[src/rtl/core/assert_macros.svh]
// ----------------------------------------------------------------------------
// assert_macros.svh
// shared concurrent assertion macros for the session controller
// ----------------------------------------------------------------------------
`ifndef ASSERT_MACROS_SVH
`define ASSERT_MACROS_SVH

// property that must hold at every clock edge outside reset
`define ASSERT_ALWAYS(lbl, clk, rst, prop) \
   lbl: assert property (@(posedge clk) disable iff (rst) (prop)) \
      else $error("%m: assertion failed");

// same-cycle implication
`define ASSERT_IMPLIES(lbl, clk, rst, ante, cons) \
   lbl: assert property (@(posedge clk) disable iff (rst) (ante) |-> (cons)) \
      else $error("%m: implication failed");

// next-cycle implication
`define ASSERT_NEXT(lbl, clk, rst, ante, cons) \
   lbl: assert property (@(posedge clk) disable iff (rst) (ante) |=> (cons)) \
      else $error("%m: next-cycle implication failed");

`endif

[src/rtl/core/uss_pkg.sv]
// ----------------------------------------------------------------------------
// uss_pkg
// types, codes and reset values shared by the session controller files
// ----------------------------------------------------------------------------
package uss_pkg;

   localparam int NOW_BITS       = 32;
   localparam int TIME_BITS_DEF  = 32;
   localparam int CSR_DATA_BITS  = 16;
   localparam int CSR_IDX_BITS   = 3;

   // event codes on the request channel
   localparam logic [3:0] REQ_TICK       = 4'd0;
   localparam logic [3:0] REQ_CONNECT    = 4'd1;
   localparam logic [3:0] REQ_ACCEPT     = 4'd2;
   localparam logic [3:0] REQ_DISCONNECT = 4'd3;
   localparam logic [3:0] REQ_SYN_ACK    = 4'd4;
   localparam logic [3:0] REQ_ACK        = 4'd5;
   localparam logic [3:0] REQ_FIN        = 4'd6;
   localparam logic [3:0] REQ_HB         = 4'd7;
   localparam logic [3:0] REQ_HB_REPLY   = 4'd8;
   localparam logic [3:0] REQ_DATA       = 4'd9;

   // packet kinds
   localparam logic [2:0] SEND_NONE     = 3'd0;
   localparam logic [2:0] SEND_SYN      = 3'd1;
   localparam logic [2:0] SEND_SYN_ACK  = 3'd2;
   localparam logic [2:0] SEND_ACK      = 3'd3;
   localparam logic [2:0] SEND_FIN      = 3'd4;
   localparam logic [2:0] SEND_HB       = 3'd5;
   localparam logic [2:0] SEND_HB_REPLY = 3'd6;

   // user events
   localparam logic [3:0] EV_NONE          = 4'd0;
   localparam logic [3:0] EV_CONNECTED     = 4'd1;
   localparam logic [3:0] EV_REJECTED      = 4'd2;
   localparam logic [3:0] EV_TIMEOUT       = 4'd3;
   localparam logic [3:0] EV_ACCEPTED      = 4'd4;
   localparam logic [3:0] EV_ACCEPT_FAILED = 4'd5;
   localparam logic [3:0] EV_CLOSED        = 4'd6;
   localparam logic [3:0] EV_CLOSED_NOTIFY = 4'd7;
   localparam logic [3:0] EV_DELIVER       = 4'd8;

   // connection states
   localparam logic [2:0] ST_CLOSED      = 3'd0;
   localparam logic [2:0] ST_CONNECTING  = 3'd1;
   localparam logic [2:0] ST_SYN_RECV    = 3'd2;
   localparam logic [2:0] ST_ESTAB       = 3'd3;
   localparam logic [2:0] ST_FIN_PENDING = 3'd4;
   localparam logic [2:0] ST_CLOSE_WAIT  = 3'd5;

   // register indexes
   localparam logic [2:0] CSR_ROLE        = 3'd0;
   localparam logic [2:0] CSR_CONNECT_TO  = 3'd1;
   localparam logic [2:0] CSR_ACCEPT_TO   = 3'd2;
   localparam logic [2:0] CSR_CLOSE_TO    = 3'd3;
   localparam logic [2:0] CSR_ACK_WINDOW  = 3'd4;
   localparam logic [2:0] CSR_HB_GAP      = 3'd5;
   localparam logic [2:0] CSR_LOSS_LIMIT  = 3'd6;
   localparam logic [2:0] CSR_PROBE_AFTER = 3'd7;

   localparam logic [3:0] LOSS_MAX = 4'd15;

   typedef struct packed {
      logic        role;
      logic [15:0] connect_timeout;
      logic [15:0] accept_timeout;
      logic [15:0] close_timeout;
      logic [15:0] ack_repeat_window;
      logic [15:0] heartbeat_gap;
      logic [3:0]  loss_limit;
      logic [3:0]  probe_after;
   } cfg_type;

   localparam cfg_type CFG_RESET = '{
      role:              1'b0,
      connect_timeout:   16'd3000,
      accept_timeout:    16'd5000,
      close_timeout:     16'd1000,
      ack_repeat_window: 16'd2000,
      heartbeat_gap:     16'd6000,
      loss_limit:        4'd9,
      probe_after:       4'd2
   };

   typedef struct packed {
      logic [3:0]          req_type;
      logic [NOW_BITS-1:0] now_ms;
      logic [31:0]         value;
      logic [31:0]         conv_id;
   } req_item_type;

   typedef struct packed {
      logic [2:0]  send_kind;
      logic [31:0] send_value;
      logic [31:0] send_conv;
      logic [3:0]  event_code;
      logic [2:0]  state_now;
      logic        last;
   } rsp_type;

   // one or two results of a single event
   typedef struct packed {
      logic    two;
      rsp_type first;
      rsp_type second;
   } rsp_pair_type;

   function automatic rsp_type mk_rsp(logic [2:0] kind, logic [31:0] val,
                                      logic [31:0] conv, logic [3:0] ev);
      rsp_type r;
      r            = '0;
      r.send_kind  = kind;
      r.send_value = val;
      r.send_conv  = conv;
      r.event_code = ev;
      return r;
   endfunction

endpackage

[src/rtl/core/uss_req_if.sv]
// ----------------------------------------------------------------------------
// uss_req_if
// event channel into the session controller
// ----------------------------------------------------------------------------
interface uss_req_if;
   logic                          valid;
   logic                          ready;
   logic [3:0]                    req_type;
   logic [uss_pkg::NOW_BITS-1:0]  now_ms;
   logic [31:0]                   value;
   logic [31:0]                   conv_id;

   modport source (output valid, output req_type, output now_ms, output value,
                   output conv_id, input ready);
   modport sink   (input valid, input req_type, input now_ms, input value,
                   input conv_id, output ready);
endinterface

[src/rtl/core/uss_rsp_if.sv]
// ----------------------------------------------------------------------------
// uss_rsp_if
// result channel out of the session controller
// ----------------------------------------------------------------------------
interface uss_rsp_if;
   logic        valid;
   logic        ready;
   logic [2:0]  send_kind;
   logic [31:0] send_value;
   logic [31:0] send_conv;
   logic [3:0]  event_code;
   logic [2:0]  state_now;
   logic        last;

   modport source (output valid, output send_kind, output send_value, output send_conv,
                   output event_code, output state_now, output last, input ready);
   modport sink   (input valid, input send_kind, input send_value, input send_conv,
                   input event_code, input state_now, input last, output ready);
endinterface

[src/rtl/core/udp_session_handshake_fsm.sv]
// an accepted event waits in the input register, is decided there and is loaded
//   into the result register once it has room; its first result is then offered
// throughput: one event per cycle while each yields one result and the result
//   channel is ready; an event with two results holds the register for two transfers
// reset: synchronous, active high; session state back to closed, all stamps,
//   counts, nonce and id zero, registers back to their defaults
// ----------------------------------------------------------------------------
// udp_session_handshake_fsm
// handshake, timeout and heartbeat-loss controller for one udp session endpoint
// ----------------------------------------------------------------------------
module udp_session_handshake_fsm #(
   parameter int TIME_BITS = uss_pkg::TIME_BITS_DEF
) (
   input  logic                               clock,
   input  logic                               reset,
   input  logic                               csr_we,
   input  logic [uss_pkg::CSR_IDX_BITS-1:0]   csr_index,
   input  logic [uss_pkg::CSR_DATA_BITS-1:0]  csr_wdata,
   uss_req_if.sink                            req_ch,
   uss_rsp_if.source                          rsp_ch
);

   // width of stamps and elapsed times; the timestamp is cut or zero-extended to it
   localparam int TW = TIME_BITS;

   // configuration registers
   uss_pkg::cfg_type cfg_ff;

   // input register
   uss_pkg::req_item_type in_ff;
   logic                  in_valid_ff, in_valid_in;
   logic                  req_xfer;
   logic                  advance;
   logic                  can_push;

   // session state
   logic [2:0]    conn_state_ff, conn_state_in;
   logic [TW-1:0] state_stamp_ff, state_stamp_in;
   logic [TW-1:0] last_rx_ff, last_rx_in;
   logic [3:0]    loss_count_ff, loss_count_in;
   logic [31:0]   nonce_ff, nonce_in;
   logic [31:0]   session_id_ff, session_id_in;

   // decision logic
   logic [TW-1:0]         now_tw;
   logic [TW-1:0]         since_state;
   logic [TW-1:0]         since_rx;
   logic [3:0]            loss_inc;
   logic                  notify;
   logic [2:0]            drop_state;
   uss_pkg::rsp_type      put_a, put_b;
   logic                  put_a_v, put_b_v;
   uss_pkg::rsp_pair_type pair;

   // ---------------------------------------------------------------------
   // configuration: plain write port, no read-back
   // ---------------------------------------------------------------------
   always_ff @(posedge clock) begin
      if (reset) begin
         cfg_ff <= uss_pkg::CFG_RESET;
      end else if (csr_we) begin
         unique case (csr_index)
            uss_pkg::CSR_ROLE:        cfg_ff.role              <= csr_wdata[0];
            uss_pkg::CSR_CONNECT_TO:  cfg_ff.connect_timeout   <= csr_wdata;
            uss_pkg::CSR_ACCEPT_TO:   cfg_ff.accept_timeout    <= csr_wdata;
            uss_pkg::CSR_CLOSE_TO:    cfg_ff.close_timeout     <= csr_wdata;
            uss_pkg::CSR_ACK_WINDOW:  cfg_ff.ack_repeat_window <= csr_wdata;
            uss_pkg::CSR_HB_GAP:      cfg_ff.heartbeat_gap     <= csr_wdata;
            uss_pkg::CSR_LOSS_LIMIT:  cfg_ff.loss_limit        <= csr_wdata[3:0];
            uss_pkg::CSR_PROBE_AFTER: cfg_ff.probe_after       <= csr_wdata[3:0];
            default:                  cfg_ff                   <= cfg_ff;
         endcase
      end
   end

   // ---------------------------------------------------------------------
   // input register: refilled in the same cycle it hands its event on
   // ---------------------------------------------------------------------
   assign advance      = in_valid_ff && can_push;
   assign req_ch.ready = !in_valid_ff || advance;
   assign req_xfer     = req_ch.valid && req_ch.ready;

   always_comb begin
      in_valid_in = in_valid_ff;
      if (req_xfer) begin
         in_valid_in = 1'b1;
      end else if (advance) begin
         in_valid_in = 1'b0;
      end
   end

   always_ff @(posedge clock) begin
      if (reset) begin
         in_valid_ff <= 1'b0;
      end else begin
         in_valid_ff <= in_valid_in;
      end
   end

   always_ff @(posedge clock) begin
      if (req_xfer) begin
         in_ff.req_type <= req_ch.req_type;
         in_ff.now_ms   <= req_ch.now_ms;
         in_ff.value    <= req_ch.value;
         in_ff.conv_id  <= req_ch.conv_id;
      end
   end

   // ---------------------------------------------------------------------
   // elapsed times wrap modulo 2^TW
   // ---------------------------------------------------------------------
   assign now_tw      = TW'(in_ff.now_ms);
   assign since_state = now_tw - state_stamp_ff;
   assign since_rx    = now_tw - last_rx_ff;
   assign loss_inc    = (loss_count_ff == uss_pkg::LOSS_MAX) ? uss_pkg::LOSS_MAX
                                                             : loss_count_ff + 4'd1;
   // forced close tells the user the peer went quiet only on the side that sent fin
   assign notify      = (!cfg_ff.role && conn_state_ff == uss_pkg::ST_FIN_PENDING) ||
                        (cfg_ff.role && conn_state_ff == uss_pkg::ST_CLOSE_WAIT);
   assign drop_state  = cfg_ff.role ? uss_pkg::ST_CLOSE_WAIT : uss_pkg::ST_FIN_PENDING;

   // ---------------------------------------------------------------------
   // event decision: put_a is the main response, put_b the heartbeat one
   // ---------------------------------------------------------------------
   always_comb begin
      conn_state_in  = conn_state_ff;
      state_stamp_in = state_stamp_ff;
      last_rx_in     = last_rx_ff;
      loss_count_in  = loss_count_ff;
      nonce_in       = nonce_ff;
      session_id_in  = session_id_ff;
      put_a          = '0;
      put_a_v        = 1'b0;
      put_b          = '0;
      put_b_v        = 1'b0;

      case (in_ff.req_type) inside
         uss_pkg::REQ_TICK: begin
            unique case (conn_state_ff) inside
               uss_pkg::ST_CONNECTING: begin
                  put_a_v = 1'b1;
                  if (since_state > TW'(cfg_ff.connect_timeout)) begin
                     nonce_in       = '0;
                     session_id_in  = '0;
                     conn_state_in  = uss_pkg::ST_CLOSED;
                     state_stamp_in = now_tw;
                     put_a = uss_pkg::mk_rsp(uss_pkg::SEND_NONE, '0, '0, uss_pkg::EV_TIMEOUT);
                  end else begin
                     // syn retransmit
                     put_a = uss_pkg::mk_rsp(uss_pkg::SEND_SYN, nonce_ff, '0, uss_pkg::EV_NONE);
                  end
               end
               uss_pkg::ST_SYN_RECV: begin
                  put_a_v = 1'b1;
                  if (since_state > TW'(cfg_ff.accept_timeout)) begin
                     nonce_in       = '0;
                     session_id_in  = '0;
                     conn_state_in  = uss_pkg::ST_CLOSED;
                     state_stamp_in = now_tw;
                     put_a = uss_pkg::mk_rsp(uss_pkg::SEND_NONE, '0, '0,
                                             uss_pkg::EV_ACCEPT_FAILED);
                  end else begin
                     put_a = uss_pkg::mk_rsp(uss_pkg::SEND_SYN_ACK, nonce_ff, session_id_ff,
                                             uss_pkg::EV_NONE);
                  end
               end
               uss_pkg::ST_ESTAB: begin
                  // client repeats its ack for a while in case it was lost
                  if (!cfg_ff.role && since_state < TW'(cfg_ff.ack_repeat_window)) begin
                     put_a_v = 1'b1;
                     put_a   = uss_pkg::mk_rsp(uss_pkg::SEND_ACK, session_id_ff + 32'd1, '0,
                                               uss_pkg::EV_NONE);
                  end
                  // receive silence counts as one heartbeat loss
                  if (since_rx > TW'(cfg_ff.heartbeat_gap)) begin
                     loss_count_in = loss_inc;
                     last_rx_in    = now_tw;
                     if (loss_inc > cfg_ff.loss_limit) begin
                        if (session_id_ff != '0) begin
                           put_b_v        = 1'b1;
                           put_b          = uss_pkg::mk_rsp(uss_pkg::SEND_FIN, session_id_ff,
                                                            '0, uss_pkg::EV_NONE);
                           conn_state_in  = drop_state;
                           state_stamp_in = now_tw;
                        end
                     end else if (loss_inc >= cfg_ff.probe_after) begin
                        put_b_v = 1'b1;
                        put_b   = uss_pkg::mk_rsp(uss_pkg::SEND_HB, '0, '0, uss_pkg::EV_NONE);
                     end
                  end
               end
               uss_pkg::ST_FIN_PENDING, uss_pkg::ST_CLOSE_WAIT: begin
                  put_a_v = 1'b1;
                  if (since_state > TW'(cfg_ff.close_timeout)) begin
                     nonce_in       = '0;
                     session_id_in  = '0;
                     conn_state_in  = uss_pkg::ST_CLOSED;
                     state_stamp_in = now_tw;
                     put_a = uss_pkg::mk_rsp(uss_pkg::SEND_NONE, '0, '0,
                        notify ? uss_pkg::EV_CLOSED_NOTIFY : uss_pkg::EV_CLOSED);
                  end else begin
                     put_a = uss_pkg::mk_rsp(uss_pkg::SEND_FIN, session_id_ff, '0,
                                             uss_pkg::EV_NONE);
                  end
               end
               default: begin
                  // idle tick drops leftovers of an aborted handshake
                  nonce_in       = '0;
                  session_id_in  = '0;
                  conn_state_in  = uss_pkg::ST_CLOSED;
                  state_stamp_in = now_tw;
               end
            endcase
         end

         uss_pkg::REQ_CONNECT: begin
            if (conn_state_ff == uss_pkg::ST_CLOSED) begin
               conn_state_in  = uss_pkg::ST_CONNECTING;
               state_stamp_in = now_tw;
               nonce_in       = in_ff.value;
               put_a_v        = 1'b1;
               put_a = uss_pkg::mk_rsp(uss_pkg::SEND_SYN, in_ff.value, '0, uss_pkg::EV_NONE);
            end
         end

         uss_pkg::REQ_ACCEPT: begin
            if (conn_state_ff == uss_pkg::ST_CLOSED && in_ff.value != '0) begin
               session_id_in  = in_ff.conv_id;
               conn_state_in  = uss_pkg::ST_SYN_RECV;
               state_stamp_in = now_tw;
               nonce_in       = in_ff.value + 32'd1;
               put_a_v        = 1'b1;
               put_a = uss_pkg::mk_rsp(uss_pkg::SEND_SYN_ACK, in_ff.value + 32'd1,
                                       in_ff.conv_id, uss_pkg::EV_NONE);
            end
         end

         uss_pkg::REQ_DISCONNECT: begin
            if (session_id_ff != '0) begin
               if (conn_state_ff == uss_pkg::ST_ESTAB) begin
                  put_a_v        = 1'b1;
                  put_a = uss_pkg::mk_rsp(uss_pkg::SEND_FIN, session_id_ff, '0,
                                          uss_pkg::EV_NONE);
                  conn_state_in  = drop_state;
                  state_stamp_in = now_tw;
               end else if (conn_state_ff == uss_pkg::ST_SYN_RECV ||
                            conn_state_ff == uss_pkg::ST_CONNECTING) begin
                  // silent abort, nonce and id stay until the next tick
                  conn_state_in  = uss_pkg::ST_CLOSED;
                  state_stamp_in = now_tw;
               end
            end
         end

         uss_pkg::REQ_SYN_ACK: begin
            if (!cfg_ff.role && conn_state_ff == uss_pkg::ST_CONNECTING) begin
               put_a_v        = 1'b1;
               state_stamp_in = now_tw;
               if (in_ff.value == nonce_ff + 32'd1) begin
                  session_id_in = in_ff.conv_id;
                  conn_state_in = uss_pkg::ST_ESTAB;
                  last_rx_in    = now_tw;
                  loss_count_in = '0;
                  put_a = uss_pkg::mk_rsp(uss_pkg::SEND_ACK, in_ff.conv_id + 32'd1, '0,
                                          uss_pkg::EV_CONNECTED);
               end else begin
                  nonce_in      = '0;
                  session_id_in = '0;
                  conn_state_in = uss_pkg::ST_CLOSED;
                  put_a = uss_pkg::mk_rsp(uss_pkg::SEND_NONE, '0, '0, uss_pkg::EV_REJECTED);
               end
            end
         end

         uss_pkg::REQ_ACK: begin
            if (cfg_ff.role && conn_state_ff == uss_pkg::ST_SYN_RECV) begin
               put_a_v        = 1'b1;
               state_stamp_in = now_tw;
               if (session_id_ff == in_ff.value - 32'd1) begin
                  conn_state_in = uss_pkg::ST_ESTAB;
                  last_rx_in    = now_tw;
                  loss_count_in = '0;
                  put_a = uss_pkg::mk_rsp(uss_pkg::SEND_NONE, '0, '0, uss_pkg::EV_ACCEPTED);
               end else begin
                  nonce_in      = '0;
                  session_id_in = '0;
                  conn_state_in = uss_pkg::ST_CLOSED;
                  put_a = uss_pkg::mk_rsp(uss_pkg::SEND_NONE, '0, '0,
                                          uss_pkg::EV_ACCEPT_FAILED);
               end
            end
         end

         uss_pkg::REQ_FIN: begin
            if (in_ff.conv_id == session_id_ff) begin
               if (conn_state_ff == uss_pkg::ST_ESTAB) begin
                  // peer close answered like a local disconnect
                  if (session_id_ff != '0) begin
                     put_a_v        = 1'b1;
                     put_a = uss_pkg::mk_rsp(uss_pkg::SEND_FIN, session_id_ff, '0,
                                             uss_pkg::EV_NONE);
                     conn_state_in  = drop_state;
                     state_stamp_in = now_tw;
                  end
               end else if (conn_state_ff == uss_pkg::ST_FIN_PENDING ||
                            conn_state_ff == uss_pkg::ST_CLOSE_WAIT) begin
                  nonce_in       = '0;
                  session_id_in  = '0;
                  conn_state_in  = uss_pkg::ST_CLOSED;
                  state_stamp_in = now_tw;
                  put_a_v        = 1'b1;
                  put_a = uss_pkg::mk_rsp(uss_pkg::SEND_NONE, '0, '0,
                     notify ? uss_pkg::EV_CLOSED_NOTIFY : uss_pkg::EV_CLOSED);
               end
            end
         end

         uss_pkg::REQ_HB, uss_pkg::REQ_HB_REPLY, uss_pkg::REQ_DATA: begin
            if (conn_state_ff == uss_pkg::ST_ESTAB) begin
               last_rx_in    = now_tw;
               loss_count_in = '0;
               if (in_ff.req_type == uss_pkg::REQ_HB) begin
                  put_a_v = 1'b1;
                  put_a   = uss_pkg::mk_rsp(uss_pkg::SEND_HB_REPLY, '0, '0,
                                            uss_pkg::EV_NONE);
               end else if (in_ff.req_type == uss_pkg::REQ_DATA) begin
                  put_a_v = 1'b1;
                  put_a   = uss_pkg::mk_rsp(uss_pkg::SEND_NONE, '0, '0,
                                            uss_pkg::EV_DELIVER);
               end
            end
         end

         default: begin
            // unknown event codes leave everything as it is
         end
      endcase
   end

   // ---------------------------------------------------------------------
   // pack results in order; an event with nothing to say still gives one
   // ---------------------------------------------------------------------
   always_comb begin
      pair = '0;
      if (put_a_v && put_b_v) begin
         pair.two    = 1'b1;
         pair.first  = put_a;
         pair.second = put_b;
      end else if (put_a_v) begin
         pair.first  = put_a;
      end else if (put_b_v) begin
         pair.first  = put_b;
      end
      pair.first.state_now  = conn_state_in;
      pair.second.state_now = conn_state_in;
      pair.first.last       = !pair.two;
      pair.second.last      = 1'b1;
   end

   // ---------------------------------------------------------------------
   // session registers move only when the event is handed on
   // ---------------------------------------------------------------------
   always_ff @(posedge clock) begin
      if (reset) begin
         conn_state_ff  <= uss_pkg::ST_CLOSED;
         state_stamp_ff <= '0;
         last_rx_ff     <= '0;
         loss_count_ff  <= '0;
         nonce_ff       <= '0;
         session_id_ff  <= '0;
      end else if (advance) begin
         conn_state_ff  <= conn_state_in;
         state_stamp_ff <= state_stamp_in;
         last_rx_ff     <= last_rx_in;
         loss_count_ff  <= loss_count_in;
         nonce_ff       <= nonce_in;
         session_id_ff  <= session_id_in;
      end
   end

   // result register with room for both results of one event
   uss_rsp_buf u_rsp_buf (
      .clock    (clock),
      .reset    (reset),
      .push     (advance),
      .pair     (pair),
      .can_push (can_push),
      .rsp_ch   (rsp_ch)
   );

endmodule

[src/rtl/core/uss_rsp_buf.sv]
// ----------------------------------------------------------------------------
// uss_rsp_buf
// two-slot result register: takes one or two results per event, drains in order
// ----------------------------------------------------------------------------
`include "assert_macros.svh"

module uss_rsp_buf (
   input  logic                  clock,
   input  logic                  reset,
   input  logic                  push,
   input  uss_pkg::rsp_pair_type pair,
   output logic                  can_push,
   uss_rsp_if.source             rsp_ch
);

   uss_pkg::rsp_type head_ff, head_in;
   uss_pkg::rsp_type tail_ff, tail_in;
   logic             head_valid_ff, head_valid_in;
   logic             tail_valid_ff, tail_valid_in;
   logic             pop;

   assign pop      = head_valid_ff && rsp_ch.ready;
   // free, or about to hand over its only result
   assign can_push = !head_valid_ff || (!tail_valid_ff && pop);

   always_comb begin
      head_in       = head_ff;
      tail_in       = tail_ff;
      head_valid_in = head_valid_ff;
      tail_valid_in = tail_valid_ff;
      if (push) begin
         head_in       = pair.first;
         tail_in       = pair.second;
         head_valid_in = 1'b1;
         tail_valid_in = pair.two;
      end else if (pop) begin
         head_in       = tail_ff;
         head_valid_in = tail_valid_ff;
         tail_valid_in = 1'b0;
      end
   end

   always_ff @(posedge clock) begin
      if (reset) begin
         head_valid_ff <= 1'b0;
         tail_valid_ff <= 1'b0;
      end else begin
         head_valid_ff <= head_valid_in;
         tail_valid_ff <= tail_valid_in;
      end
   end

   always_ff @(posedge clock) begin
      head_ff <= head_in;
      tail_ff <= tail_in;
   end

   assign rsp_ch.valid      = head_valid_ff;
   assign rsp_ch.send_kind  = head_ff.send_kind;
   assign rsp_ch.send_value = head_ff.send_value;
   assign rsp_ch.send_conv  = head_ff.send_conv;
   assign rsp_ch.event_code = head_ff.event_code;
   assign rsp_ch.state_now  = head_ff.state_now;
   assign rsp_ch.last       = head_ff.last;

   `ASSERT_IMPLIES(a_tail_needs_head, clock, reset, tail_valid_ff, head_valid_ff)
   `ASSERT_IMPLIES(a_first_of_two_not_last, clock, reset,
                   head_valid_ff && tail_valid_ff, !head_ff.last)
   `ASSERT_NEXT(a_second_follows, clock, reset,
                pop && tail_valid_ff && !push, head_valid_ff && head_ff.last)

endmodule
[src/flat_wrapper.sv]
// flat-port wrapper written by rule: the top's interface ports become plain ports
module udp_session_handshake_fsm_flat 
#(
   parameter int TIME_BITS = uss_pkg::TIME_BITS_DEF
)
  (clock, reset, csr_we, csr_index, csr_wdata, req_ch_valid, req_ch_req_type, req_ch_now_ms, req_ch_value, req_ch_conv_id, req_ch_ready, rsp_ch_valid, rsp_ch_send_kind, rsp_ch_send_value, rsp_ch_send_conv, rsp_ch_event_code, rsp_ch_state_now, rsp_ch_last, rsp_ch_ready);
  uss_req_if req_ch_i ();
  uss_rsp_if rsp_ch_i ();
  input  logic clock;
  input  logic reset;
  input  logic csr_we;
  input  logic [uss_pkg::CSR_IDX_BITS-1:0] csr_index;
  input  logic [uss_pkg::CSR_DATA_BITS-1:0] csr_wdata;
  input wire logic [$bits(req_ch_i.valid)-1:0] req_ch_valid;
  input wire logic [$bits(req_ch_i.req_type)-1:0] req_ch_req_type;
  input wire logic [$bits(req_ch_i.now_ms)-1:0] req_ch_now_ms;
  input wire logic [$bits(req_ch_i.value)-1:0] req_ch_value;
  input wire logic [$bits(req_ch_i.conv_id)-1:0] req_ch_conv_id;
  output wire logic [$bits(req_ch_i.ready)-1:0] req_ch_ready;
  output wire logic [$bits(rsp_ch_i.valid)-1:0] rsp_ch_valid;
  output wire logic [$bits(rsp_ch_i.send_kind)-1:0] rsp_ch_send_kind;
  output wire logic [$bits(rsp_ch_i.send_value)-1:0] rsp_ch_send_value;
  output wire logic [$bits(rsp_ch_i.send_conv)-1:0] rsp_ch_send_conv;
  output wire logic [$bits(rsp_ch_i.event_code)-1:0] rsp_ch_event_code;
  output wire logic [$bits(rsp_ch_i.state_now)-1:0] rsp_ch_state_now;
  output wire logic [$bits(rsp_ch_i.last)-1:0] rsp_ch_last;
  input wire logic [$bits(rsp_ch_i.ready)-1:0] rsp_ch_ready;
  assign req_ch_i.valid = req_ch_valid;
  assign req_ch_i.req_type = req_ch_req_type;
  assign req_ch_i.now_ms = req_ch_now_ms;
  assign req_ch_i.value = req_ch_value;
  assign req_ch_i.conv_id = req_ch_conv_id;
  assign req_ch_ready = req_ch_i.ready;
  assign rsp_ch_valid = rsp_ch_i.valid;
  assign rsp_ch_send_kind = rsp_ch_i.send_kind;
  assign rsp_ch_send_value = rsp_ch_i.send_value;
  assign rsp_ch_send_conv = rsp_ch_i.send_conv;
  assign rsp_ch_event_code = rsp_ch_i.event_code;
  assign rsp_ch_state_now = rsp_ch_i.state_now;
  assign rsp_ch_last = rsp_ch_i.last;
  assign rsp_ch_i.ready = rsp_ch_ready;
  udp_session_handshake_fsm #(.TIME_BITS(TIME_BITS)) u_core (.clock(clock), .reset(reset), .csr_we(csr_we), .csr_index(csr_index), .csr_wdata(csr_wdata), .req_ch(req_ch_i), .rsp_ch(rsp_ch_i));
endmodule
[config.mk]
export PLATFORM = sky130hd
export DESIGN_NAME = udp_session_handshake_fsm_flat
export DESIGN_NICKNAME = d
export VERILOG_FILES = /design/src/rtl/core/uss_pkg.sv /design/src/rtl/core/uss_req_if.sv /design/src/rtl/core/uss_rsp_if.sv /design/src/rtl/core/udp_session_handshake_fsm.sv /design/src/rtl/core/uss_rsp_buf.sv /design/src/flat_wrapper.sv
export VERILOG_INCLUDE_DIRS = /design/src /design/src/rtl/core
export SDC_FILE = /design/constraint.sdc
export NUM_CORES = 1
export LEC_CHECK = 0
export BUFFER_PORTS_ARGS = -buffer_cell sky130_fd_sc_hd__buf_2
export CAP_MARGIN = 10
export CORE_UTILIZATION = 59
export DETAILED_ROUTE_END_ITERATION = 8
export PLACE_DENSITY = 0.78
export SYNTH_ARGS = -nofsm -noshare
export SYNTH_HDL_FRONTEND = slang
export SYNTH_SLANG_ARGS = --single-unit
[constraint.sdc]
create_clock -name clock -period 24.4 [get_ports clock]
set_input_delay 7.32 -clock clock [delete_from_list [all_inputs] [get_ports clock]]
set_output_delay 7.32 -clock clock [all_outputs]
set_load 0.02 [all_outputs]
==> results of run 1 <==
-- worst min-delay path, stage by stage, from the launching register on --
cell and delay [ns]:
dfxtp_1 0.31, nand2_1 0.05, a21oi_1 0.05
-- cell type report --
class / count / area [um^2]
clock buffer: 59 / 1308
timing repair buffer: 244 / 1339
multi-input combinational: 2803 / 17760
fill: 4328 / 17370
inverter: 198 / 745.7
sequential: 439 / 10910
tap: 672 / 840.8
clock inverter: 31 / 306.5
-- cells in the final DEF, fill, tap and decap left out, drive strengths merged, types with 32 or more instances in the layout --
cell type and instances:
buf 243, mux2i 71, nor2b 35, xnor2 115, nand4 73, o211ai 62, nor3 93, edfxtp 212
a31oi 32, a211oi 40, inv 203, nor2 295, nor4 66, nand2 431, nand3 154, ha 157
o21ai 214, xor2 90, a31o 35, a22oi 60, a21oi 280, and3 67, dfxtp 227, clkbuf 59
-- worst paths after layout --
kind | slack (ns) | from | end
worst max register to register | 17.07 | u_core.now_tw[0] | u_core.state_stamp_ff[16]
worst min register to register | 0.45 | u_core.cfg_ff[78] | u_core.cfg_ff[78]
worst min-delay path | 0.45 | u_core.cfg_ff[78] | u_core.cfg_ff[78]
worst max-delay path | 9.04 | rsp_ch_ready | req_ch_ready
-- power groups by stage --
stage	logic, mW	registers, mW	clock network, mW
floorplan	0.208	0.845	0
global placement	0.293	0.856	0
detailed placement	0.297	0.855	0
CTS	0.300	0.840	0.758
global route	0.335	0.844	0.788
finish	0.308	0.843	0.752
-- routing by layer --
metal	share of wire (%)	track usage, %	vias up
li1	-	-	13564
met1	43	52.95	13743
met2	41	50.28	1727
met3	14	9.101	173
met4	2.6	10.67	0
met5	0	0	-
-- cell families (layout without fill, tap and decap cells) --
kind of cell,count (synthesis),in the layout,share of synthesized area [%]
mux,80,80,2.662
buf+inv,493,532,6.252
flops,439,439,35.77
simple gates,1391,1391,22.27
compound gates,967,967,20.55
xor+xnor,205,205,5.887
fa+ha+maj,160,160,6.605
==> metrics.txt, run 1 <==
status=finished, final reports clean; Worst-path clk slew=0.06 ns; share of layout cells above drive strength 1=11.00%; Finished Cell Area=33210 um^2; Setup TNS=0 ns; synth warn=0; gr usage total=35.64%; Post-synth top flop=dfxtp_1; Non-Filler Instances=4446; Die Span Y=approximately 230 um; DP Worst Slack=approximately 9.0 ns; post-synthesis sequential area ratio=between 30 and 40%; # IOs=201; DRT Pass-1 Iters=7; initial antenna violation count=1; most common cell in the netlist=nand2_1; post-route ant nets=0; Detailed Route Iter0 Violations=4122; CORE AREA=50580 um^2; Hold Buf Count CTS=0; total CTS buffers=48; unrepaired setup endpoints after global routing=no; worst endpoint required time=17.08 ns; fin crit period=15.36 ns; Power Dens Cells=57.28 nW/um^2; Final Util=~66%; Post-CTS Setup Inserts=0; Layout area overhead=8.894%; f_max=65.09 MHz; Worst Reg2Reg Path Length in Cells=20; crit path DAT=8.04 ns; dpl cell area=31590 um^2; Worst Hold Slack=0.4541 ns; Gate Count Post-Synth=between 3000 and 4000; post-cts sizing count=0; critical path class=input pin to primary output; hpwl dp=68630 um; Worst setup SP type=input pin; Starting Density=60.30%; top cell type's share of synthesized area=20.87%; slew margin rel.=20.37%; Net Count, Synth=4018; via count=29207; CTS root buf=clkbuf_16; mapped cell area=30500 um^2; global-route wire length before repair=148400 um; Post-synth top cells=nand2_1 (431), nor2_1 (294), a21oi_1 (280); sequential share of power=44.3%; largest area contributor in the netlist=edfxtp_1; Int Pwr=1.341 mW; CTS tree=built; top flop regs=u_core.cfg_ff: 89 flops, u_core.in_ff: 68 flops, u_core.u_rsp_buf.tail_ff: 37 flops; placed cell count=4355; CP delay by family, top=buffers and inverters; Clk pwr share=39.5%; Final Cycle Share=62.97%; # diodes=0; maximum VDD drop=a little over 0.06 mV; Hold WC Path Type=flop to flop; Post-synth EDFFs=212; Pleak=11.91 nW; Crit path buffers/inverters=4; Rows=82; sw frac=29.49%; Power Total=1.902 mW; Slew Viols, Final=0; Distinct cells, synth=just over 90; Setup-failing EPs final=0; DRC violations left=0; fin nets=4017; Crit-path slowest cell=o21ai_0; DIE WIDTH=229.4 um; critical path endpoint category=primary output; CP cell instances=buf_2 > inv_1 > o21ai_0 > inv_1 > nand2_1 > buf_2; main area contributors after synthesis=edfxtp_1 (21%), dfxtp_1 (15%), ha_1 (6.4%); Clock Path Buffers=3; Die ar.=around 53000 um^2; setup skew after layout=0.02655 ns; endpoints failing hold=0; Max Cap Viol=0; Via density=~6.6; # H-tree levels=2; net switching power=560.9 uW; hold depth=2; Comb power frac=16.2%; Port-buffer cells=200; GR Overflow Total=0; Crit path largest cell delay=0.20 ns; wire length per cell=21.71 um; number of cells on the critical path=6; worst-margin pin slew=1.194 ns; worst skew pair latency=0.62 ns; number of synthesized register bits=between 400 and 500; Setup WS post-layout=9.036 ns; post-synthesis average cell area=8.166 um^2; Sink Count=~440; Async SR Flop Fraction=0%; largest net degree at the start of global routing=95; critical path fanouts, max=3; vias in the first global route=26092; Final Routed Wirelength=96530 um; max reg flops=89; gp weighted congestion=1.007; Biggest register=u_core.cfg_ff
(Power assumes the default switching activity.)
==> run 2: changes to the inputs <==
==> constraint.sdc (replaced) <==
create_clock -name clock -period 15.6 [get_ports clock]
set_input_delay 4.68 -clock clock [delete_from_list [all_inputs] [get_ports clock]]
set_output_delay 4.68 -clock clock [all_outputs]
set_load 0.02 [all_outputs]
==> run 2 against run 1 <==
Non-clock buffer count unchanged. Count of clock-buffer cells in the layout increased by 8. Clock skew decreased by 0.0035 ns. Flip-flop and latch count unchanged. Final cell count about the same. Largest cell class unchanged.
==> metrics.txt, run 2 (same netlist as run 1, synthesis figures left out) <==
Worst setup SP type=input pin; Clk pwr share=40.5% (+1.0 points); slew margin rel.=18.53% (-1.8 points); Setup TNS=0 ns (unchanged); CORE AREA=50580 um^2 (unchanged); wire length per cell=21.67 um (-0.21%); net switching power=870.1 uW (+55%); initial antenna violation count=0 (-1); Power Dens Cells=90.80 nW/um^2 (+59%); Detailed Route Iter0 Violations=3967 (-3.8%); post-route ant nets=0 (unchanged); Clock Path Buffers=3 (unchanged); gr usage total=35.95% (+0.30 points); commonest non-fill, non-tap cell in the layout=nand2_1; RR Startpoint=u_core.now_tw[0]; endpoints failing hold=0 (unchanged); Comb power frac=15.9% (-0.3 points); share of layout cells above drive strength 1=10.86% (-0.14 points); Crit-path slowest cell=o21ai_0; Max Cap Viol=0 (unchanged); maximum VDD drop=0.09821 mV (+63%); setup skew after layout=0.02301 ns (-0.003534 ns); hold depth=2 (unchanged); worst skew pair latency=0.62 ns (about the same); crit path DAT=5.39 ns (-2.65 ns); hold path start=u_core.last_rx_ff[18]; critical path class=input pin to primary output; sequential share of power=43.6% (-0.7 points); CTS root buf=clkbuf_16; Sink Count=439 (unchanged); Pleak=11.91 nW (about the same); Via density=6.530 (-0.59%); fin nets=4018 (+0.025%); CP cell instances=buf_2 > inv_1 > o21ai_0 > inv_1 > nand2_1 > buf_2; worst-margin pin slew=1.222 ns (+0.02761 ns); top flop regs=u_core.cfg_ff: 89 flops, u_core.in_ff: 68 flops, u_core.u_rsp_buf.tail_ff: 37 flops; DP Worst Slack=5.539 ns (-3.494 ns); Hold Buf Count CTS=0 (unchanged); Final Cycle Share=64.58%; commonest cells after routing, fill and taps aside=nand2_1 (431), nor2_1 (291), a21oi_1 (278); fin crit period=10.07 ns; worst endpoint required time=10.92 ns (-6.16 ns); Worst Reg2Reg Path Length in Cells=21 (+5.0%); Crit path largest cell delay=0.20 ns (about the same); # diodes=0 (unchanged); post-cts sizing count=0 (unchanged); Slew Viols, Final=0 (unchanged); Die ar.=52610 um^2 (unchanged); f_max=99.27 MHz; DRT Pass-1 Iters=6 (-1); Layout area overhead=9.165%; via count=29047 (-0.55%); global-route wire length before repair=149700 um (+0.86%); sw frac=28.78% (-0.70 points); hpwl dp=68770 um (+0.20%); total CTS buffers=49 (+2.1%); max reg flops=89 (unchanged); CTS tree=built; Biggest register=u_core.cfg_ff; gp weighted congestion=1.025 (+1.8%); Starting Density=60.30% (unchanged); # IOs=201 (unchanged); Rows=82 (unchanged); Int Pwr=2.153 mW (+61%); crit path from=rsp_ch_ready; Setup WS post-layout=5.526 ns (-3.510 ns); status=finished, final reports clean; critical path fanouts, max=3 (unchanged); filler instances=4324 (-0.092%); critical path endpoint category=primary output; Final Routed Wirelength=96370 um (-0.16%); Worst-path clk slew=0.06 ns (about the same); Hold WC Path Type=flop to flop; largest net degree at the start of global routing=95 (unchanged); DRC violations left=0 (unchanged); # H-tree levels=2 (unchanged); vias in the first global route=26375 (+1.1%); Die Span Y=229.4 um (unchanged); Port-buffer cells=200 (unchanged); GR Overflow Total=0 (unchanged); Post-CTS Setup Inserts=0 (unchanged); Final Util=65.82% (+0.16 points); Setup-failing EPs final=0 (unchanged); unrepaired setup endpoints after global routing=no; DIE WIDTH=229.4 um (unchanged)
run 2: worst paths after layout:
| path | endpoint | slack, ns |
|---|---|---|
| worst max-delay path | req_ch_ready | 5.53 |
| worst min-delay path | u_core.last_rx_ff[18] | 0.45 |
| worst max register to register | u_core.state_stamp_ff[7] | 7.93 |
| worst min register to register | u_core.last_rx_ff[18] | 0.45 |
run 2: layout make-up:
| type | instances | area, um^2 | area share, % |
|---|---|---|---|
| clock inverters | 25 | 316.6 | 0.9508 |
| repair buffers | 244 | 1334 | 4.006 |
| well taps | 672 | 840.8 | 2.525 |
| inverters | 198 | 745.7 | 2.240 |
| multi-input cells | 2803 | 17760 | 53.35 |
| flip-flops and latches | 439 | 10910 | 32.77 |
| clock buffers | 67 | 1385 | 4.160 |
run 2: power groups by stage:
stage,clock [mW],combinational (mW),sequential [mW]
global route,1.28,0.526,1.32
detailed placement,0,0.466,1.34
finish,1.22,0.482,1.32
CTS,1.23,0.470,1.31
global placement,0,0.459,1.34
floorplan,0,0.325,1.32
run 2: worst max-delay path, delay by kind of cell:
family,cells,cell delay [ns]
AOI/OAI and AO/OA,1,0.20
buffers and inverters,4,0.41
and+or+nand+nor,1,0.10
run 2: layer usage:
layer / GRT usage, % / routed length, um / vias up
met2: 50.98 / 39470 / 1664
met4: 9.875 / 2248 / 0
li1: - / - / 13554
met5: 0 / 0 / -
met3: 8.989 / 12490 / 161
met1: 53.65 / 42160 / 13668
run 2: metrics by stage:
stage          area, um^2  hold WS (ns)  instances  total power [mW]
2_1_floorplan       30500        0.4336       3735             1.646
3_3_place_gp        31590        0.4420       4356             1.797
3_5_place_dp        31590        0.4469       4356             1.804
4_1_cts             33290        0.4551       4448             3.018
5_1_grt             33290        0.4714       4448             3.128
6_report            33290        0.4541       4448             3.023
